$ cat src/hdl/mos_pkg.sv
// Shared types, constants and the opcode decoder of the 6502 instruction executor.
// Used by the controller, the datapath and the top level.
`timescale 1ns / 1ps
`default_nettype none

package mos_pkg;

    // Memory geometry
    localparam int MEM_BYTES = 65536;
    localparam int MEM_AW    = $clog2(MEM_BYTES);

    // Reset values
    localparam logic [15:0] START_RST  = 16'h0600;
    localparam logic [15:0] RAND_RST   = 16'h00FE;
    localparam logic [7:0]  SP_RST     = 8'hFF;
    localparam logic [7:0]  STACK_PAGE = 8'h01;

    // Configuration register indexes
    localparam int CFG_IW = 1;
    localparam logic [CFG_IW-1:0] CFG_START = 1'b0;
    localparam logic [CFG_IW-1:0] CFG_RAND  = 1'b1;

    // Host operation codes
    localparam logic [1:0] HOP_WRITE   = 2'd0;
    localparam logic [1:0] HOP_READ    = 2'd1;
    localparam logic [1:0] HOP_EXEC    = 2'd2;
    localparam logic [1:0] HOP_RESTART = 2'd3;

    // Result status codes
    localparam logic [1:0] ST_RUN = 2'd0;
    localparam logic [1:0] ST_BRK = 2'd1;
    localparam logic [1:0] ST_ERR = 2'd2;

    // Flag bit positions in NV1BDIZC
    localparam int F_N = 7;
    localparam int F_V = 6;
    localparam int F_B = 4;
    localparam int F_D = 3;
    localparam int F_I = 2;
    localparam int F_Z = 1;
    localparam int F_C = 0;
    localparam logic [7:0] P_ONE  = 8'h20;
    localparam logic [7:0] P_PULL = 8'hDF;

    // Opcodes handled one by one
    localparam logic [7:0] OP_INX = 8'hE8, OP_INY = 8'hC8, OP_DEX = 8'hCA, OP_DEY = 8'h88;
    localparam logic [7:0] OP_CLC = 8'h18, OP_CLI = 8'h58, OP_CLD = 8'hD8, OP_CLV = 8'hB8;
    localparam logic [7:0] OP_SEC = 8'h38, OP_SEI = 8'h78, OP_SED = 8'hF8;
    localparam logic [7:0] OP_TAX = 8'hAA, OP_TXA = 8'h8A, OP_TAY = 8'hA8, OP_TYA = 8'h98;
    localparam logic [7:0] OP_TSX = 8'hBA, OP_TXS = 8'h9A;
    localparam logic [7:0] OP_PHA = 8'h48, OP_PHP = 8'h08, OP_PLA = 8'h68, OP_PLP = 8'h28;
    localparam logic [7:0] OP_BRK = 8'h00, OP_RTI = 8'h40, OP_NOP = 8'hEA;
    localparam logic [7:0] OP_BPL = 8'h10, OP_BMI = 8'h30, OP_BVC = 8'h50, OP_BVS = 8'h70;
    localparam logic [7:0] OP_BCC = 8'h90, OP_BCS = 8'hB0, OP_BNE = 8'hD0, OP_BEQ = 8'hF0;
    localparam logic [7:0] OP_JMP = 8'h4C, OP_JMPI = 8'h6C, OP_JSR = 8'h20, OP_RTS = 8'h60;
    localparam logic [7:0] OP_STA_IMM = 8'h89;

    typedef enum logic [3:0] {
        M_IMP, M_ACC, M_IMM, M_ZP, M_ZPX, M_ZPY, M_ABS, M_ABSX, M_ABSY, M_INDX, M_INDY
    } t_mode;

    typedef enum logic [4:0] {
        K_ORA, K_AND, K_EOR, K_ADC, K_STA, K_LDA, K_CMP, K_SBC,
        K_ASL, K_ROL, K_LSR, K_ROR, K_DEC, K_INC,
        K_LDX, K_LDY, K_STX, K_STY, K_CPX, K_CPY, K_BIT
    } t_kind;

    typedef enum logic [3:0] {
        CL_BAD, CL_IMPL, CL_PUSH, CL_PULL, CL_BRANCH,
        CL_JMP, CL_JMPI, CL_JSR, CL_RTS, CL_MEM
    } t_class;

    typedef struct packed {
        t_class cls;
        t_mode  mode;
        t_kind  kind;
    } t_dec;

    // Datapath step commands
    typedef enum logic [4:0] {
        ACT_NONE, ACT_CLEAR, ACT_HOSTWR, ACT_HOSTRD, ACT_RDLAT, ACT_RESTART, ACT_RANDWR,
        ACT_F0, ACT_F1, ACT_F2, ACT_F3, ACT_DEC, ACT_P1, ACT_P2, ACT_RDEA, ACT_DATA,
        ACT_PLD, ACT_JSR2, ACT_RTS1, ACT_RTS2
    } t_act;

    typedef struct packed {
        t_act act;
        logic accept;
    } t_cmd;

    typedef struct packed {
        t_dec dec;
        logic halted;
        logic clear_done;
    } t_sts;

    function automatic logic is_store(input t_kind k);
        return (k == K_STA) || (k == K_STX) || (k == K_STY);
    endfunction

    function automatic logic is_ptr_mode(input t_mode m);
        return (m == M_INDX) || (m == M_INDY);
    endfunction

    // Decode an opcode into class, addressing mode and operation kind
    function automatic t_dec decode(input logic [7:0] op);
        t_dec d;
        logic [2:0] aaa;
        logic [2:0] bbb;
        logic [1:0] cc;
        aaa = op[7:5];
        bbb = op[4:2];
        cc  = op[1:0];
        d.cls  = CL_MEM;
        d.mode = M_IMP;
        d.kind = K_ORA;
        unique case (op) inside
            OP_INX, OP_INY, OP_DEX, OP_DEY, OP_CLC, OP_CLI, OP_CLD, OP_CLV,
            OP_SEC, OP_SEI, OP_SED, OP_TAX, OP_TXA, OP_TAY, OP_TYA, OP_TSX,
            OP_TXS, OP_BRK, OP_RTI, OP_NOP: d.cls = CL_IMPL;
            OP_PHA, OP_PHP: d.cls = CL_PUSH;
            OP_PLA, OP_PLP: d.cls = CL_PULL;
            OP_BPL, OP_BMI, OP_BVC, OP_BVS,
            OP_BCC, OP_BCS, OP_BNE, OP_BEQ: d.cls = CL_BRANCH;
            OP_JMP:  d.cls = CL_JMP;
            OP_JMPI: d.cls = CL_JMPI;
            OP_JSR:  d.cls = CL_JSR;
            OP_RTS:  d.cls = CL_RTS;
            // index register loads, stores, compares and BIT
            8'hA2: begin d.kind = K_LDX; d.mode = M_IMM;  end
            8'hA6: begin d.kind = K_LDX; d.mode = M_ZP;   end
            8'hB6: begin d.kind = K_LDX; d.mode = M_ZPY;  end
            8'hAE: begin d.kind = K_LDX; d.mode = M_ABS;  end
            8'hBE: begin d.kind = K_LDX; d.mode = M_ABSY; end
            8'hA0: begin d.kind = K_LDY; d.mode = M_IMM;  end
            8'hA4: begin d.kind = K_LDY; d.mode = M_ZP;   end
            8'hB4: begin d.kind = K_LDY; d.mode = M_ZPX;  end
            8'hAC: begin d.kind = K_LDY; d.mode = M_ABS;  end
            8'hBC: begin d.kind = K_LDY; d.mode = M_ABSX; end
            8'h86: begin d.kind = K_STX; d.mode = M_ZP;   end
            8'h96: begin d.kind = K_STX; d.mode = M_ZPY;  end
            8'h8E: begin d.kind = K_STX; d.mode = M_ABS;  end
            8'h84: begin d.kind = K_STY; d.mode = M_ZP;   end
            8'h94: begin d.kind = K_STY; d.mode = M_ZPX;  end
            8'h8C: begin d.kind = K_STY; d.mode = M_ABS;  end
            8'hE0: begin d.kind = K_CPX; d.mode = M_IMM;  end
            8'hE4: begin d.kind = K_CPX; d.mode = M_ZP;   end
            8'hEC: begin d.kind = K_CPX; d.mode = M_ABS;  end
            8'hC0: begin d.kind = K_CPY; d.mode = M_IMM;  end
            8'hC4: begin d.kind = K_CPY; d.mode = M_ZP;   end
            8'hCC: begin d.kind = K_CPY; d.mode = M_ABS;  end
            8'h24: begin d.kind = K_BIT; d.mode = M_ZP;   end
            8'h2C: begin d.kind = K_BIT; d.mode = M_ABS;  end
            default: begin
                if (cc == 2'd1 && op != OP_STA_IMM) begin
                    // accumulator group: kind follows aaa directly
                    d.kind = t_kind'({2'b00, aaa});
                    unique case (bbb)
                        3'd0: d.mode = M_INDX;
                        3'd1: d.mode = M_ZP;
                        3'd2: d.mode = M_IMM;
                        3'd3: d.mode = M_ABS;
                        3'd4: d.mode = M_INDY;
                        3'd5: d.mode = M_ZPX;
                        3'd6: d.mode = M_ABSY;
                        default: d.mode = M_ABSX;
                    endcase
                end else if (cc == 2'd2 && (aaa <= 3'd3 || aaa >= 3'd6) && bbb[0]) begin
                    // read-modify-write group on memory
                    unique case (aaa)
                        3'd0: d.kind = K_ASL;
                        3'd1: d.kind = K_ROL;
                        3'd2: d.kind = K_LSR;
                        3'd3: d.kind = K_ROR;
                        3'd6: d.kind = K_DEC;
                        default: d.kind = K_INC;
                    endcase
                    unique case (bbb)
                        3'd1: d.mode = M_ZP;
                        3'd3: d.mode = M_ABS;
                        3'd5: d.mode = M_ZPX;
                        default: d.mode = M_ABSX;
                    endcase
                end else if (cc == 2'd2 && aaa <= 3'd3 && bbb == 3'd2) begin
                    d.kind = t_kind'(5'(K_ASL) + {2'b00, aaa});
                    d.mode = M_ACC;
                end else begin
                    d.cls = CL_BAD;
                end
            end
        endcase
        return d;
    endfunction

endpackage

`default_nettype wire

$ cat src/hdl/mos_ctrl.sv
// Sequencer of the 6502 executor: walks each execute request through fetch, address and data steps.
// Depends on mos_pkg for the step commands and decode status.
`timescale 1ns / 1ps
`default_nettype none

module mos_ctrl (
    input  wire logic           i_clk,
    input  wire logic           i_rst_n,
    input  wire logic           i_in_valid,
    input  wire logic [1:0]     i_operation,
    input  wire logic           i_out_ready,
    input  wire mos_pkg::t_sts  i_sts,
    output logic                o_in_ready,
    output logic                o_out_valid,
    output mos_pkg::t_cmd       o_cmd
);

    typedef enum logic [16:0] {
        S_CLEAR = 17'h00001,
        S_IDLE  = 17'h00002,
        S_RDLAT = 17'h00004,
        S_F0    = 17'h00008,
        S_F1    = 17'h00010,
        S_F2    = 17'h00020,
        S_F3    = 17'h00040,
        S_DEC   = 17'h00080,
        S_P1    = 17'h00100,
        S_P2    = 17'h00200,
        S_RDEA  = 17'h00400,
        S_DATA  = 17'h00800,
        S_PLD   = 17'h01000,
        S_JSR2  = 17'h02000,
        S_RTS1  = 17'h04000,
        S_RTS2  = 17'h08000,
        S_RESP  = 17'h10000
    } t_state;

    t_state r_state;
    t_state n_state;

    assign o_in_ready  = (r_state == S_IDLE);
    assign o_out_valid = (r_state == S_RESP);

    // Next state and datapath command
    always_comb begin
        n_state      = r_state;
        o_cmd.act    = mos_pkg::ACT_NONE;
        o_cmd.accept = 1'b0;
        unique case (r_state)
            S_CLEAR: begin
                o_cmd.act = mos_pkg::ACT_CLEAR;
                if (i_sts.clear_done) n_state = S_IDLE;
            end
            S_IDLE: begin
                if (i_in_valid) begin
                    o_cmd.accept = 1'b1;
                    unique case (i_operation)
                        mos_pkg::HOP_WRITE: begin
                            o_cmd.act = mos_pkg::ACT_HOSTWR;
                            n_state   = S_RESP;
                        end
                        mos_pkg::HOP_READ: begin
                            o_cmd.act = mos_pkg::ACT_HOSTRD;
                            n_state   = S_RDLAT;
                        end
                        mos_pkg::HOP_EXEC: begin
                            if (i_sts.halted) begin
                                n_state = S_RESP;
                            end else begin
                                o_cmd.act = mos_pkg::ACT_RANDWR;
                                n_state   = S_F0;
                            end
                        end
                        default: begin
                            o_cmd.act = mos_pkg::ACT_RESTART;
                            n_state   = S_RESP;
                        end
                    endcase
                end
            end
            S_RDLAT: begin
                o_cmd.act = mos_pkg::ACT_RDLAT;
                n_state   = S_RESP;
            end
            S_F0: begin o_cmd.act = mos_pkg::ACT_F0; n_state = S_F1; end
            S_F1: begin o_cmd.act = mos_pkg::ACT_F1; n_state = S_F2; end
            S_F2: begin o_cmd.act = mos_pkg::ACT_F2; n_state = S_F3; end
            S_F3: begin o_cmd.act = mos_pkg::ACT_F3; n_state = S_DEC; end
            S_DEC: begin
                o_cmd.act = mos_pkg::ACT_DEC;
                unique case (i_sts.dec.cls)
                    mos_pkg::CL_JMPI: n_state = S_P1;
                    mos_pkg::CL_MEM:
                        n_state = mos_pkg::is_ptr_mode(i_sts.dec.mode) ? S_P1 : S_RDEA;
                    mos_pkg::CL_PULL: n_state = S_PLD;
                    mos_pkg::CL_JSR:  n_state = S_JSR2;
                    mos_pkg::CL_RTS:  n_state = S_RTS1;
                    default:          n_state = S_RESP;
                endcase
            end
            S_P1: begin o_cmd.act = mos_pkg::ACT_P1; n_state = S_P2; end
            S_P2: begin
                o_cmd.act = mos_pkg::ACT_P2;
                n_state   = (i_sts.dec.cls == mos_pkg::CL_JMPI) ? S_RESP : S_RDEA;
            end
            S_RDEA: begin
                o_cmd.act = mos_pkg::ACT_RDEA;
                if (mos_pkg::is_store(i_sts.dec.kind) || i_sts.dec.mode == mos_pkg::M_ACC)
                    n_state = S_RESP;
                else
                    n_state = S_DATA;
            end
            S_DATA: begin o_cmd.act = mos_pkg::ACT_DATA; n_state = S_RESP; end
            S_PLD:  begin o_cmd.act = mos_pkg::ACT_PLD;  n_state = S_RESP; end
            S_JSR2: begin o_cmd.act = mos_pkg::ACT_JSR2; n_state = S_RESP; end
            S_RTS1: begin o_cmd.act = mos_pkg::ACT_RTS1; n_state = S_RTS2; end
            S_RTS2: begin o_cmd.act = mos_pkg::ACT_RTS2; n_state = S_RESP; end
            S_RESP: begin
                if (i_out_ready) n_state = S_IDLE;
            end
            default: n_state = S_CLEAR;
        endcase
    end

    // Hold state; reset restarts the memory clearing pass
    always_ff @(posedge i_clk) begin
        if (!i_rst_n) begin
            r_state <= S_CLEAR;
        end else begin
            r_state <= n_state;
        end
    end

`ifndef NO_ASSERTIONS
    a_no_overlap: assert property (@(posedge i_clk) disable iff (!i_rst_n)
        !(o_in_ready && o_out_valid))
        else $error("request taken while a result is pending");

    a_clear_exit: assert property (@(posedge i_clk) disable iff (!i_rst_n)
        (r_state == S_CLEAR && i_sts.clear_done) |=> (r_state == S_IDLE))
        else $error("clearing pass did not end");

    a_halt_skip: assert property (@(posedge i_clk) disable iff (!i_rst_n)
        (r_state == S_IDLE && i_in_valid && i_operation == mos_pkg::HOP_EXEC
         && i_sts.halted) |=> (r_state == S_RESP))
        else $error("halted core started an instruction");

    a_rsp_drop: assert property (@(posedge i_clk) disable iff (!i_rst_n)
        $fell(o_out_valid) |-> $past(i_out_ready))
        else $error("result dropped before it was taken");
`endif

endmodule

`default_nettype wire

$ cat config.mk
export PLATFORM = sky130hd
export DESIGN_NAME = mos_ctrl
export DESIGN_NICKNAME = d
export VERILOG_FILES = /design/src/hdl/mos_pkg.sv /design/src/hdl/mos_ctrl.sv
export SDC_FILE = /design/constraint.sdc
export NUM_CORES = 1
export LEC_CHECK = 0
export ABC_CLOCK_PERIOD_IN_PS = 2650
export BUFFER_PORTS_ARGS = -buffer_cell sky130_fd_sc_hd__buf_2
export CAP_MARGIN = 20
export CORE_MARGIN = 4
export CORE_UTILIZATION = 53
export DETAILED_ROUTE_END_ITERATION = 7
export PLACE_DENSITY = 0.83
export SYNTH_ARGS = -nofsm -noshare
export SYNTH_HDL_FRONTEND = slang
export SYNTH_SLANG_ARGS = --single-unit
$ cat constraint.sdc
create_clock -name i_clk -period 2.65 [get_ports i_clk]
set_input_delay 0.1325 -clock i_clk [delete_from_list [all_inputs] [get_ports i_clk]]
set_output_delay 0.1325 -clock i_clk [all_outputs]
set_load 0.03 [all_outputs]
==> flow_summary.toml <==
[sta]
min_period_over_period_pct = 100.3
postLayoutSetupSlackWorst_ps = -8.802
fmax_mhz = 376.1
slew_viol_final = 0
finClkSkew_ps = 4.391
slew_headroom_pct = 63.78
fin_crit_ps = 2659
worstMarginPinSlew_ps = 538.4
hold_viol_final = 0
holdWs_ps = 59.00
setup_viol = 1
rsz0062_at_grt = "yes"

[clocking]
clk_pin_slew_ps = 90
cts_sinks = 17
clk_path_buf_depth = 2
h-tree-depth = 1
clk_latency_ps = 290
cts_buffers = 3
postCtsHoldBufs = 0
cts_tree = "built"
root_buffer = "clkbuf_4"

[setup_path]
cp_data_arrival_time_ps = 2530
critical_path_class = "register to primary output"
crit_path_start_kind = "register"
cp_max_fo = 5
end_kind = "primary output"
cp_data_required_time_ps = 2520

[placement]
place_congestion = 0.9161
portBuffers = 28
postPlaceCellArea_sq_um = 1400
place.detailed.hpwl_um = 2798
dpl_worst_slack_ps = 141.3

[power]
internal-power_uw = 491.5
switchingPower_uw = 271.4
p_total_uw = 762.9
p_leak_nw = 0.6297
power.share.switching_pct = 35.58
comb_power_share_pct = 44.5
irDropWorstVdd_v = 0.0002980
seqPwrFrac_pct = 37.5
p_clk_share_pct = 18.0
power.density_nw_per_um2 = 489.0

[finish]
final_common_cell = "buf_2"
nets = 223
top_regs = "r_state (17)"
multi_input_area_sq_um = 892.1
fillers = 179
regMostFlops = "r_state"
seqCellArea_sq_um = 350.3
largest_reg_flops = 17
final_cell_mix = "buf_2, nor2_1, buf_4, dfxtp_1, nand2_1"
num_antenna_cells = 0
drive_gt1_share_pct = 29.35
syn_to_final_growth_pct = 26.86
fin_area_sq_um = 1560

[logic_synthesis]
avgSynthCellArea_sq_um = 7.500
yosysWarnings = 0
synth_cell_types = 42
ys_seq_area_share_pct = 27.67
mappedNetlistNets = 185
synth-seq-cells = 17
synth_edf_count = 0
syn-cell-area_sq_um = 1230
synthCells = 164
synth-main-ff-cell = "dfxtp_1"
async_reset_ff_share_pct = 0

[global_route]
grt_use_total_pct = 23.21
grt_antenna_before_repair = 0
grt_start_max_net_pins = 11
grt_pass1_vias = 1302
grt_pass1_wl_um = 5754
grt.overflow.total = 0

[floorplan]
initial_core_util_pct = 55.60
die_h_um = 56.17
die_x_um = 56.17
io_pins = 29
core-area_sq_um = 2212
fp.dieArea_sq_um = 3155
row_count = 17

[route]
vias_per_cell = 6.262
drt-initial-drc-count = 46
first_pass_iters = 5
wirelength_um = 3614
vias = 1434
post_drt_wl_per_cell_um = 15.78
antenna_left = 0
drcViolationCount = 0

[job]
cap_violations = 0

[outcome]
status = "complete, but fails checks"
violations = "negative setup slack"

[hold_path]
hold_path.class = "input port to register"
==> layout make-up <==
type	count	area share [%]
clock buffer	4	1.684
inverter	4	0.9623
multi-input combinational	136	57.18
sequential	17	22.45
tap	28	2.245
timing repair buffer	40	15.48
==> per-layer routing <==
metal | track usage, % | vias up | wire (um)
met5 | 0 | - | 0
met4 | 9.492 | 0 | 46
met3 | 4.176 | 5 | 300
met2 | 38.40 | 65 | 1772
met1 | 29.43 | 666 | 1494
li1 | - | 698 | -
==> synth_stat cells (3+ instances only) <==
library cell | n | area (sq um)
nand3b_1 | 5 | 37.54
o21ai_0 | 5 | 25.02
xnor2_1 | 4 | 35.03
o22ai_1 | 3 | 18.77
nor3_1 | 13 | 65.06
and2_1 | 3 | 18.77
a21oi_1 | 4 | 20.02
dfxtp_1 | 17 | 340.3
nor4_1 | 9 | 56.30
clkbuf_1 | 5 | 18.77
nand3_1 | 8 | 40.04
nand2b_1 | 8 | 50.05
nand2_1 | 12 | 45.04
nand4b_1 | 4 | 35.03
nor2_1 | 19 | 71.32
inv_1 | 4 | 15.01
o311ai_0 | 3 | 26.28
==> final timing paths <==
| kind | startpoint | to | slack [ps] | depth (start not counted) |
|---|---|---|---|---|
| max reg2reg | r_state[1] | r_state[15] | 270 | 6 |
| min reg2reg | r_state[6] | r_state[6] | 500 | 1 |
| min | i_sts[13] | r_state[12] | 60 | 2 |
| max | r_state[1] | o_cmd[2] | -9 | 6 |
==> repair_timing <==
item                       CTS  global route
pin swaps                    2             4
hold endpoints to repair     0             0
setup buffers                6             4
gates resized for setup      9             8
setup endpoints to repair    3             4
==> power by group through the flow <==
stage               sequential [mW]  combinational, mW  clock, mW
floorplan                     0.284              0.209          0
global placement              0.285              0.263          0
detailed placement            0.289              0.263          0
CTS                           0.282              0.296      0.135
global route                  0.288              0.370      0.148
finish                        0.286              0.340      0.137
==> through the flow <==
step / util, % / setup TNS, ps / cells
floorplan: - / -3.065 / 164
detailed placement: 63.29 / 0 / 215
global placement: 63.29 / 0 / 215
global route: 70.53 / -129.5 / 229
CTS: 68.27 / -29.62 / 225
finish: 70.53 / -8.802 / 229
==> cell families (layout without fill, tap and decap cells) <==
family	count (synthesis)	in the layout	synth area share [%]
and+or+nand+nor	101	101	47.30
AOI/OAI and AO/OA	29	29	16.79
DFF	17	17	27.67
buffers and inverters	11	48	3.967
xor gates and xnor gates	6	6	4.273
==> critical path, stage by stage, from the launching register on <==
cell and delay [ps]:
dfxtp_4 370, or4_4 560, or3_4 410, or3_4 350, or3_1 320, nand4_1 90
buf_6 140
No activity file was read; power rests on OpenSTA's default activity.
